**src/hw/rtl/ppcsd_pkg.sv**
```systemverilog
// types, constants and helpers of the panel status decoder
package ppcsd_pkg;

  localparam int unsigned ID_W      = 29;
  localparam int unsigned DATA_W    = 64;
  localparam int unsigned CHAN_W    = 4;
  localparam int unsigned DEV_W     = 6;
  localparam int unsigned CUR_W     = 10;
  localparam int unsigned VOLT_W    = 13;
  localparam int unsigned NUM_GROUPS = 3;
  localparam int unsigned GROUP_W   = 2;
  localparam int unsigned WORD_W    = 3;

  localparam logic [ID_W-1:0] CUR_MASK = 29'h8041400;
  localparam int unsigned GROUP_LSB = 6;
  localparam logic [GROUP_W-1:0] GROUP_IGNORED = 2'd3;
  localparam logic [GROUP_W-1:0] GROUP_VOLT    = 2'd2;

  // floor(raw * 4096 / 3444) == (raw * VOLT_RECIP) >> VOLT_SHIFT for every raw below 4336
  localparam int unsigned RAW_W      = 13;
  localparam int unsigned RECIP_W    = 23;
  localparam int unsigned PROD_W     = RAW_W + RECIP_W;
  localparam logic [RECIP_W-1:0] VOLT_RECIP = 23'd4988348;
  localparam int unsigned VOLT_SHIFT = 22;

  // configuration port
  localparam int unsigned CFG_ADDR_W = 3;
  localparam int unsigned CFG_IDX_W  = 1;
  localparam logic [CFG_IDX_W-1:0] CFG_IDX_DEVICE_ID = 1'b0;
  localparam int unsigned APB_DATA_W = 32;

  typedef enum logic [0:0] {
    OP_FRAME = 1'b0,
    OP_QUERY = 1'b1
  } opcode_e;

  typedef struct packed {
    logic              opcode;
    logic [ID_W-1:0]   frame_id;
    logic [DATA_W-1:0] frame_data;
    logic [CHAN_W-1:0] channel;
  } item_t;

  typedef struct packed {
    logic                  accepted;
    logic [VOLT_W-1:0]     voltage;
    logic [NUM_GROUPS-1:0] fresh;
  } status_t;

  typedef struct packed {
    logic                  frame_accepted;
    logic [CUR_W-1:0]      current_eighths;
    logic [VOLT_W-1:0]     bus_voltage_q12;
    logic [NUM_GROUPS-1:0] fresh_flags;
  } result_t;

  typedef logic [DATA_W-1:0] cache_arr_t [NUM_GROUPS];

  // packed 10-bit reading of one word in a cached payload
  function automatic logic [CUR_W-1:0] unpack_word(logic [DATA_W-1:0] c,
                                                    logic [WORD_W-1:0] w);
    logic [CUR_W-1:0] r;
    case (w)
      3'd0:    r = {c[7:0],   c[15:14]};
      3'd1:    r = {c[13:8],  c[23:20]};
      3'd2:    r = {c[19:16], c[31:26]};
      3'd3:    r = {c[25:24], c[39:32]};
      3'd4:    r = {c[47:40], c[55:54]};
      default: r = {c[53:48], c[63:60]};
    endcase
    return r;
  endfunction

endpackage

```
**src/hw/rtl/ppcsd_if.sv**
```systemverilog
// word channels of the panel status decoder
interface ppcsd_in_if;
  logic                          valid;
  logic                          ready;
  logic                          opcode;
  logic [ppcsd_pkg::ID_W-1:0]    frame_id;
  logic [ppcsd_pkg::DATA_W-1:0]  frame_data;
  logic [ppcsd_pkg::CHAN_W-1:0]  channel;

  modport source (output valid, opcode, frame_id, frame_data, channel, input ready);
  modport sink   (input valid, opcode, frame_id, frame_data, channel, output ready);
endinterface

interface ppcsd_out_if;
  logic                              valid;
  logic                              ready;
  logic                              frame_accepted;
  logic [ppcsd_pkg::CUR_W-1:0]       current_eighths;
  logic [ppcsd_pkg::VOLT_W-1:0]      bus_voltage_q12;
  logic [ppcsd_pkg::NUM_GROUPS-1:0]  fresh_flags;

  modport source (output valid, frame_accepted, current_eighths, bus_voltage_q12,
                  fresh_flags, input ready);
  modport sink   (input valid, frame_accepted, current_eighths, bus_voltage_q12,
                  fresh_flags, output ready);
endinterface

```
**src/hw/rtl/power_panel_can_status_decoder_core.sv**
```systemverilog
// top level of the power panel CAN status decoder
//
// in_ch carries one word per item: a received CAN frame (opcode 0) or a
// channel current query (opcode 1). out_ch returns exactly one result word
// per item: frame accepted flag, queried current in eighths of an amp, bus
// voltage with 12 fractional bits and the three group fresh flags.
// device_id is written over the APB port at byte address 0; the user must
// do so only while idle, the block does not enforce it. An accepted word
// lands in the input register; once the result register can take it, the
// filter, cache update, voltage multiply and channel unpack run in one pass
// into the result register. Throughput is one item per cycle while out_ch
// does not stall, bounded by the single pass from input to result register.
// Reset clears caches, fresh flags, voltage and device_id, and empties both
// registers. When the receiver stalls, the result register holds; the input
// register takes one more word and then ready drops until out_ch drains.
module power_panel_can_status_decoder_core (
  input  logic                              clk_i,
  input  logic                              rst_ni,
  ppcsd_in_if.sink                          in_ch,
  ppcsd_out_if.source                       out_ch,
  input  logic                              psel_i,
  input  logic                              penable_i,
  input  logic                              pwrite_i,
  input  logic [ppcsd_pkg::CFG_ADDR_W-1:0]  paddr_i,
  input  logic [ppcsd_pkg::APB_DATA_W-1:0]  pwdata_i,
  output logic [ppcsd_pkg::APB_DATA_W-1:0]  prdata_o,
  output logic                              pready_o
);
  import ppcsd_pkg::*;

  logic                 in_valid_q, in_valid_d;
  item_t                item_q;
  logic                 out_valid_q, out_valid_d;
  result_t              result_q;
  logic [DEV_W-1:0]     device_id_q;
  logic                 in_ready;
  logic                 in_fire;
  logic                 fire;
  logic                 cfg_write;
  logic [CFG_IDX_W-1:0] cfg_idx;
  status_t              status;
  cache_arr_t           cache;
  logic [CUR_W-1:0]     current;

  assign fire     = in_valid_q && (!out_valid_q || out_ch.ready);
  assign in_ready = !in_valid_q || fire;
  assign in_fire  = in_ch.valid && in_ready;

  always_comb begin
    in_valid_d = in_valid_q;
    if (in_fire) begin
      in_valid_d = 1'b1;
    end else if (fire) begin
      in_valid_d = 1'b0;
    end
    out_valid_d = out_valid_q;
    if (fire) begin
      out_valid_d = 1'b1;
    end else if (out_ch.ready) begin
      out_valid_d = 1'b0;
    end
  end

  always_ff @(posedge clk_i or negedge rst_ni) begin
    if (!rst_ni) begin
      in_valid_q  <= 1'b0;
      out_valid_q <= 1'b0;
    end else begin
      in_valid_q  <= in_valid_d;
      out_valid_q <= out_valid_d;
    end
  end

  always_ff @(posedge clk_i) begin
    if (in_fire) begin
      item_q.opcode     <= in_ch.opcode;
      item_q.frame_id   <= in_ch.frame_id;
      item_q.frame_data <= in_ch.frame_data;
      item_q.channel    <= in_ch.channel;
    end
    if (fire) begin
      result_q.frame_accepted  <= status.accepted;
      result_q.current_eighths <= (item_q.opcode == OP_QUERY) ? current : '0;
      result_q.bus_voltage_q12 <= status.voltage;
      result_q.fresh_flags     <= status.fresh;
    end
  end

  ppcsd_cache u_cache (
    .clk_i       (clk_i),
    .rst_ni      (rst_ni),
    .fire_i      (fire),
    .item_i      (item_q),
    .device_id_i (device_id_q),
    .status_o    (status),
    .cache_o     (cache)
  );

  ppcsd_unpack u_unpack (
    .cache_i   (cache),
    .channel_i (item_q.channel),
    .current_o (current)
  );

  // configuration port
  assign pready_o  = 1'b1;
  assign cfg_idx   = paddr_i[CFG_ADDR_W-1 -: CFG_IDX_W];
  assign cfg_write = psel_i && penable_i && pwrite_i && pready_o;

  always_ff @(posedge clk_i or negedge rst_ni) begin
    if (!rst_ni) begin
      device_id_q <= '0;
    end else if (cfg_write && (cfg_idx == CFG_IDX_DEVICE_ID)) begin
      device_id_q <= pwdata_i[DEV_W-1:0];
    end
  end

  assign prdata_o = (cfg_idx == CFG_IDX_DEVICE_ID) ?
                    {{(APB_DATA_W-DEV_W){1'b0}}, device_id_q} : '0;

  assign in_ch.ready            = in_ready;
  assign out_ch.valid           = out_valid_q;
  assign out_ch.frame_accepted  = result_q.frame_accepted;
  assign out_ch.current_eighths = result_q.current_eighths;
  assign out_ch.bus_voltage_q12 = result_q.bus_voltage_q12;
  assign out_ch.fresh_flags     = result_q.fresh_flags;

endmodule

```
**src/hw/rtl/ppcsd_cache.sv**
```systemverilog
// frame filter, payload caches, fresh flags and bus voltage register
module ppcsd_cache (
  input  logic                         clk_i,
  input  logic                         rst_ni,
  input  logic                         fire_i,
  input  ppcsd_pkg::item_t             item_i,
  input  logic [ppcsd_pkg::DEV_W-1:0]  device_id_i,
  output ppcsd_pkg::status_t           status_o,
  output ppcsd_pkg::cache_arr_t        cache_o
);
  import ppcsd_pkg::*;

  logic [DATA_W-1:0]     cache_q [NUM_GROUPS];
  logic [DATA_W-1:0]     cache_d [NUM_GROUPS];
  logic [NUM_GROUPS-1:0] fresh_q, fresh_d;
  logic [VOLT_W-1:0]     volt_q, volt_d;

  logic                  pass;
  logic                  store;
  logic [GROUP_W-1:0]    sel;
  logic [RAW_W-1:0]      raw;
  logic [PROD_W-1:0]     prod;

  always_comb begin
    pass  = ((item_i.frame_id[DEV_W-1:0] & device_id_i) == device_id_i) &&
            ((item_i.frame_id & CUR_MASK) == CUR_MASK);
    sel   = item_i.frame_id[GROUP_LSB +: GROUP_W];
    store = fire_i && (item_i.opcode == OP_FRAME) && pass && (sel != GROUP_IGNORED);

    // raw = byte6 * 16 + byte7
    raw  = {1'b0, item_i.frame_data[55:48], 4'b0000} +
           {{(RAW_W-8){1'b0}}, item_i.frame_data[63:56]};
    prod = {{RECIP_W{1'b0}}, raw} * {{RAW_W{1'b0}}, VOLT_RECIP};

    fresh_d = fresh_q;
    volt_d  = volt_q;
    for (int i = 0; i < NUM_GROUPS; i++) begin
      cache_d[i] = cache_q[i];
      if (store && (sel == GROUP_W'(i))) begin
        cache_d[i] = item_i.frame_data;
        fresh_d[i] = 1'b1;
      end
    end
    if (store && (sel == GROUP_VOLT)) begin
      volt_d = prod[VOLT_SHIFT +: VOLT_W];
    end
  end

  always_ff @(posedge clk_i or negedge rst_ni) begin
    if (!rst_ni) begin
      for (int i = 0; i < NUM_GROUPS; i++) begin
        cache_q[i] <= '0;
      end
      fresh_q <= '0;
      volt_q  <= '0;
    end else begin
      cache_q <= cache_d;
      fresh_q <= fresh_d;
      volt_q  <= volt_d;
    end
  end

  assign status_o.accepted = store;
  assign status_o.voltage  = volt_d;
  assign status_o.fresh    = fresh_d;
  assign cache_o           = cache_q;

endmodule

```
**src/hw/rtl/ppcsd_unpack.sv**
```systemverilog
// picks the cache and packed word of a queried channel
module ppcsd_unpack (
  input  ppcsd_pkg::cache_arr_t        cache_i,
  input  logic [ppcsd_pkg::CHAN_W-1:0] channel_i,
  output logic [ppcsd_pkg::CUR_W-1:0]  current_o
);
  import ppcsd_pkg::*;

  logic [DATA_W-1:0] word_src;
  logic [CHAN_W-1:0] offset;

  always_comb begin
    unique case (channel_i) inside
      [4'd0:4'd5]: begin
        word_src = cache_i[0];
        offset   = 4'd0;
      end
      [4'd6:4'd11]: begin
        word_src = cache_i[1];
        offset   = 4'd6;
      end
      default: begin
        word_src = cache_i[2];
        offset   = 4'd12;
      end
    endcase
    current_o = unpack_word(word_src, WORD_W'(channel_i - offset));
  end

endmodule

```
**src/flat_wrapper.sv**
```systemverilog
// flat-port wrapper written by rule: the top's interface ports become plain ports
module power_panel_can_status_decoder_core_flat import ppcsd_pkg::*;
  (clk_i, rst_ni, psel_i, penable_i, pwrite_i, paddr_i, pwdata_i, prdata_o, pready_o, in_ch_valid, in_ch_opcode, in_ch_frame_id, in_ch_frame_data, in_ch_channel, in_ch_ready, out_ch_valid, out_ch_frame_accepted, out_ch_current_eighths, out_ch_bus_voltage_q12, out_ch_fresh_flags, out_ch_ready);
  ppcsd_in_if in_ch_i ();
  ppcsd_out_if out_ch_i ();
  input  logic clk_i;
  input  logic rst_ni;
  input  logic psel_i;
  input  logic penable_i;
  input  logic pwrite_i;
  input  logic [ppcsd_pkg::CFG_ADDR_W-1:0] paddr_i;
  input  logic [ppcsd_pkg::APB_DATA_W-1:0] pwdata_i;
  output logic [ppcsd_pkg::APB_DATA_W-1:0] prdata_o;
  output logic pready_o;
  input wire logic [$bits(in_ch_i.valid)-1:0] in_ch_valid;
  input wire logic [$bits(in_ch_i.opcode)-1:0] in_ch_opcode;
  input wire logic [$bits(in_ch_i.frame_id)-1:0] in_ch_frame_id;
  input wire logic [$bits(in_ch_i.frame_data)-1:0] in_ch_frame_data;
  input wire logic [$bits(in_ch_i.channel)-1:0] in_ch_channel;
  output wire logic [$bits(in_ch_i.ready)-1:0] in_ch_ready;
  output wire logic [$bits(out_ch_i.valid)-1:0] out_ch_valid;
  output wire logic [$bits(out_ch_i.frame_accepted)-1:0] out_ch_frame_accepted;
  output wire logic [$bits(out_ch_i.current_eighths)-1:0] out_ch_current_eighths;
  output wire logic [$bits(out_ch_i.bus_voltage_q12)-1:0] out_ch_bus_voltage_q12;
  output wire logic [$bits(out_ch_i.fresh_flags)-1:0] out_ch_fresh_flags;
  input wire logic [$bits(out_ch_i.ready)-1:0] out_ch_ready;
  assign in_ch_i.valid = in_ch_valid;
  assign in_ch_i.opcode = in_ch_opcode;
  assign in_ch_i.frame_id = in_ch_frame_id;
  assign in_ch_i.frame_data = in_ch_frame_data;
  assign in_ch_i.channel = in_ch_channel;
  assign in_ch_ready = in_ch_i.ready;
  assign out_ch_valid = out_ch_i.valid;
  assign out_ch_frame_accepted = out_ch_i.frame_accepted;
  assign out_ch_current_eighths = out_ch_i.current_eighths;
  assign out_ch_bus_voltage_q12 = out_ch_i.bus_voltage_q12;
  assign out_ch_fresh_flags = out_ch_i.fresh_flags;
  assign out_ch_i.ready = out_ch_ready;
  power_panel_can_status_decoder_core u_core (.clk_i(clk_i), .rst_ni(rst_ni), .in_ch(in_ch_i), .out_ch(out_ch_i), .psel_i(psel_i), .penable_i(penable_i), .pwrite_i(pwrite_i), .paddr_i(paddr_i), .pwdata_i(pwdata_i), .prdata_o(prdata_o), .pready_o(pready_o));
endmodule
```
**config.mk**
```make
export PLATFORM = sky130hd
export DESIGN_NAME = power_panel_can_status_decoder_core_flat
export DESIGN_NICKNAME = d
export VERILOG_FILES = /design/src/hw/rtl/ppcsd_pkg.sv /design/src/hw/rtl/ppcsd_if.sv /design/src/hw/rtl/power_panel_can_status_decoder_core.sv /design/src/hw/rtl/ppcsd_cache.sv /design/src/hw/rtl/ppcsd_unpack.sv /design/src/flat_wrapper.sv
export SDC_FILE = /design/constraint.sdc
export NUM_CORES = 1
export LEC_CHECK = 0
export BUFFER_PORTS_ARGS = -buffer_cell sky130_fd_sc_hd__buf_2
export CAP_MARGIN = 20
export CORE_MARGIN = 2
export CORE_UTILIZATION = 60
export CTS_CLUSTER_DIAMETER = 100
export DETAILED_ROUTE_END_ITERATION = 7
export PLACE_DENSITY = 0.83
export SLEW_MARGIN = 20
export SYNTH_ARGS = -nofsm -noshare
export SYNTH_HDL_FRONTEND = slang
export SYNTH_HIERARCHICAL = 1
export SYNTH_SLANG_ARGS = --single-unit
```
**constraint.sdc**
```tcl
create_clock -name clk_i -period 8.8 [get_ports clk_i]
set_input_delay 1.32 -clock clk_i [delete_from_list [all_inputs] [get_ports clk_i]]
set_output_delay 1.32 -clock clk_i [all_outputs]
set_load 0.1 [all_outputs]
```
==> flow_results.org <==
** Outcome
- The flow ran to the end, and the final reports show no timing, DRC or antenna violations.

** Placement
- After detailed placement, the design holds a cell count of 2083.
- Gp weighted congestion :: 0.9066
- Count of input and output buffers :: 129
- The wire-length estimate of the detail-placed layout is 28720 µm.

** Cells and area
- For this run, the post-layout net count is 2059.
- Final non-filler cell total :: 2150
- P&R area growth vs syn :: 9.926%
- Fraction of layout cells with a size suffix above 1 :: 22.67%

** Timing
- Adding up every negative setup slack in the final design gives 0 ns.
- The hold violation count in the final report was 0.
- Achievable Freq :: 0.1316 GHz
- Final Critical Period :: 7.597 ns
- Clock skew on the completed layout was measured at 0.02278 ns.
- Setup violations remaining at the end of the flow were counted as 0.
- Unrepaired setup endpoints after global routing :: false
- Slew at the pin closest to its max-slew limit :: 1.040 ns
- After layout, the worst path uses 86.33% of the clock period.
- The worst pin sits at a relative slew slack of 30.70%.
- The total count of max-transition violations in the final report is 0.

** Worst setup path
- Crit Reg-Reg Startpoint :: u_core/item_q[52]
- CP Data Arrival Time :: 7.83 ns
- Worst R2R End :: u_core/out_ch.bus_voltage_q12[5]
- In this run the worst setup path begins at u_core/item_q[52].
- Counting stages on the worst path, the most repeated cell is fa_1.
- Crit path launch type :: flop
- Worst path max stage delay :: 0.69 ns
- Critical path endpoint category :: flop
- Reg2reg setup slack :: 1.20 ns
- Critical path class :: reg2reg
- Worst-case reg-to-reg path depth :: 23
- Req. time, crit path :: 9.03 ns
- CP Cell Sequence :: ha_1 > fa_1 > a21o_1 > a21oi_1 > nor2_1 > xor2_1 > inv_1 > fa_1 > inv_1 > fa_1 > fa_1 > fa_1 > inv_1 > fa_1 > inv_1 > ha_1 > a21oi_1 > o211ai_1 > a211oi_1 > nor2_1 > a221oi_1 > xor2_1 > o21ai_0
- The slowest stage of the critical path belongs to the cell xor2_1.
- Crit path capture :: u_core/out_ch.bus_voltage_q12[5]
- Of all nets on the critical path, the largest fanout is 7.

** GRT
- Total congestion overflow after global routing :: 0
- Global routing used 26.70% of the available tracks across all layers.
- The first global-routing pass estimated 69890 µm of wire.
- The initial antenna violation count came to 5.
- Entering global routing, the biggest net connects 127 pins.
- The number of global-route vias before repair came to 12950.

** Route
- After the first detailed-routing iteration, the DRC count stood at 947.
- Post-route antenna net violation count :: 0
- First-pass iteration count of the detailed router :: 5
- After detailed routing, the number of vias per cell comes to 5.793.
- Routed via count :: 12460
- Summed over all layers, the routed wires come to 42880 µm.
- Number of design rule violations left after detail routing :: 0
- Drt wl/cell :: 19.94 µm

** Worst hold path
- The startpoint identified for the worst hold timing path is u_core/u_cache/fresh_q[1].
- HP Class :: reg2reg

** Clocking
- Inserted Clock Buffers :: 36
- Hold repair after CTS inserted 0 buffers.
- Library cell used as clock root buffer :: clkbuf_16
- After clock tree synthesis, the setup repair step added 0 buffers.
- Once the clock tree was built, the resizer swapped 0 gates to a different size.
- TritonCTS built the clock tree.
- Worst-path clk slew :: 0.06 ns
- The clock passes through at most 3 buffers.
- The clock reaches the later pin of the worst-skew pair after 0.52 ns.
- Counting every sink on the clock net gives 312.
- H-tree lvl count :: 2

** Power
- P per Cell Area :: 348.8 nW/µm²
- P_leak :: 10.16 nW
- Maximum resistive drop on vdd :: 0.5985 mV

** Logic synthesis
- The cell area that synthesis handed to floorplanning was 19010 µm².
- Syn_area_per_cell :: 11.78 µm²
- After technology mapping, the gate count stands at 1613.
- Synthesis Warnings :: 6

** Floorplanning
- Initial core utilization :: 60.55%
- Area of the placeable core :: 31390 µm²
- The floorplan step set the die height to 182.0 µm.
- Total I/O pin count :: 202
- The floorplan has 65 rows.
- Die Width :: 182.0 µm
- The die covers 33120 µm².

** Job
- Max-cap check violation count :: 0
## flip-flops by register name (all words and copies together) (netlist names)
signal	count
u_core/out_ch.valid	1
u_core/u_cache/cache_o	180
u_core/device_id_q	6
u_core/u_cache/volt_q	13
u_core/out_ch.frame_accepted	1
u_core/u_cache/fresh_q	3
u_core/item_q	81
u_core/out_ch.bus_voltage_q12	13
u_core/out_ch.current_eighths	10
u_core/out_ch.fresh_flags	3
u_core/in_valid_q	1
## how the worst min path moves through the flow
stage	to	cells after the start	slack (ns)
floorplan	u_core/u_cache/fresh_q[1]	1	0.42
global placement	u_core/u_cache/fresh_q[1]	1	0.43
detailed placement	u_core/u_cache/fresh_q[1]	1	0.44
CTS	u_core/u_cache/fresh_q[1]	1	0.45
global route	u_core/u_cache/fresh_q[1]	1	0.46
finish	u_core/u_cache/fresh_q[1]	1	0.46
## metal layers
layer / GRT usage (%) / vias to the layer above / routed length (µm)
met5: 0 / - / 45
met2: 43.62 / 491 / 20490
met3: 5.054 / 95 / 3084
met4: 8.097 / 8 / 1233
met1: 36.65 / 6178 / 18020
li1: - / 5683 / -
## cell usage in the layout, fill, tap and decap left out, types with 17 or more instances in the layout
master / n
a21oi_1: 44
buf_2: 128
clkbuf_16: 41
conb_1: 27
dfrtp_1: 204
edfxtp_1: 108
fa_1: 86
ha_1: 113
inv_1: 176
mux2_2: 67
mux2_4: 90
mux2i_1: 58
nand2_1: 245
nand3_1: 37
nand4_1: 17
nor2_1: 17
o21ai_0: 52
## metrics by stage
| step | area (µm²) | total power, W | setup slack (ns) | util, % | hold WS, ns |
|---|---|---|---|---|---|
| after global routing | 20890 | 0.007927 | 0.6431 | 66.55 | 0.4629 |
| after CTS | 20860 | 0.007256 | 1.228 | 66.45 | 0.4518 |
| final | 20900 | 0.007289 | 1.203 | 66.56 | 0.4609 |
| after detailed placement | 19660 | 0.005716 | 1.329 | 62.63 | 0.4372 |
| after global placement | 19660 | 0.005572 | 1.446 | 62.63 | 0.4338 |
| after floorplan | 19100 | 0.004762 | 2.253 | - | 0.4236 |
## cell type report
cell class / instances / area, µm²
tap: 402 / 503.0
sequential: 312 / 8348
timing repair buffer: 146 / 805.8
fill: 2298 / 10500
antenna: 1 / 2.502
clock buffer: 50 / 1090
clock inverter: 15 / 108.9
multi-input combinational: 1048 / 9376
inverter: 176 / 660.6
## power breakdown
group	internal [W]	switching, W	leakage [nW]	total (W)
Clock	0.000878	0.000606	0.592	0.00148
Combinational	0.00152	0.00258	5.71	0.00410
Sequential	0.00163	0.0000737	3.86	0.00170
Total	0.00403	0.00326	10.2	0.00729
## worst max-delay path, delay by kind of cell (launching register included)
family,cells,cell delay [ns]
flip-flops,1,0.43
AND/OR/NAND/NOR,2,0.28
XOR/XNOR,2,0.89
adder cells (fa/ha/maj),8,3.63
buffers and inverters,4,0.36
AO/OA/AOI/OAI,7,1.76
Power figures use the tool's default switching activity.
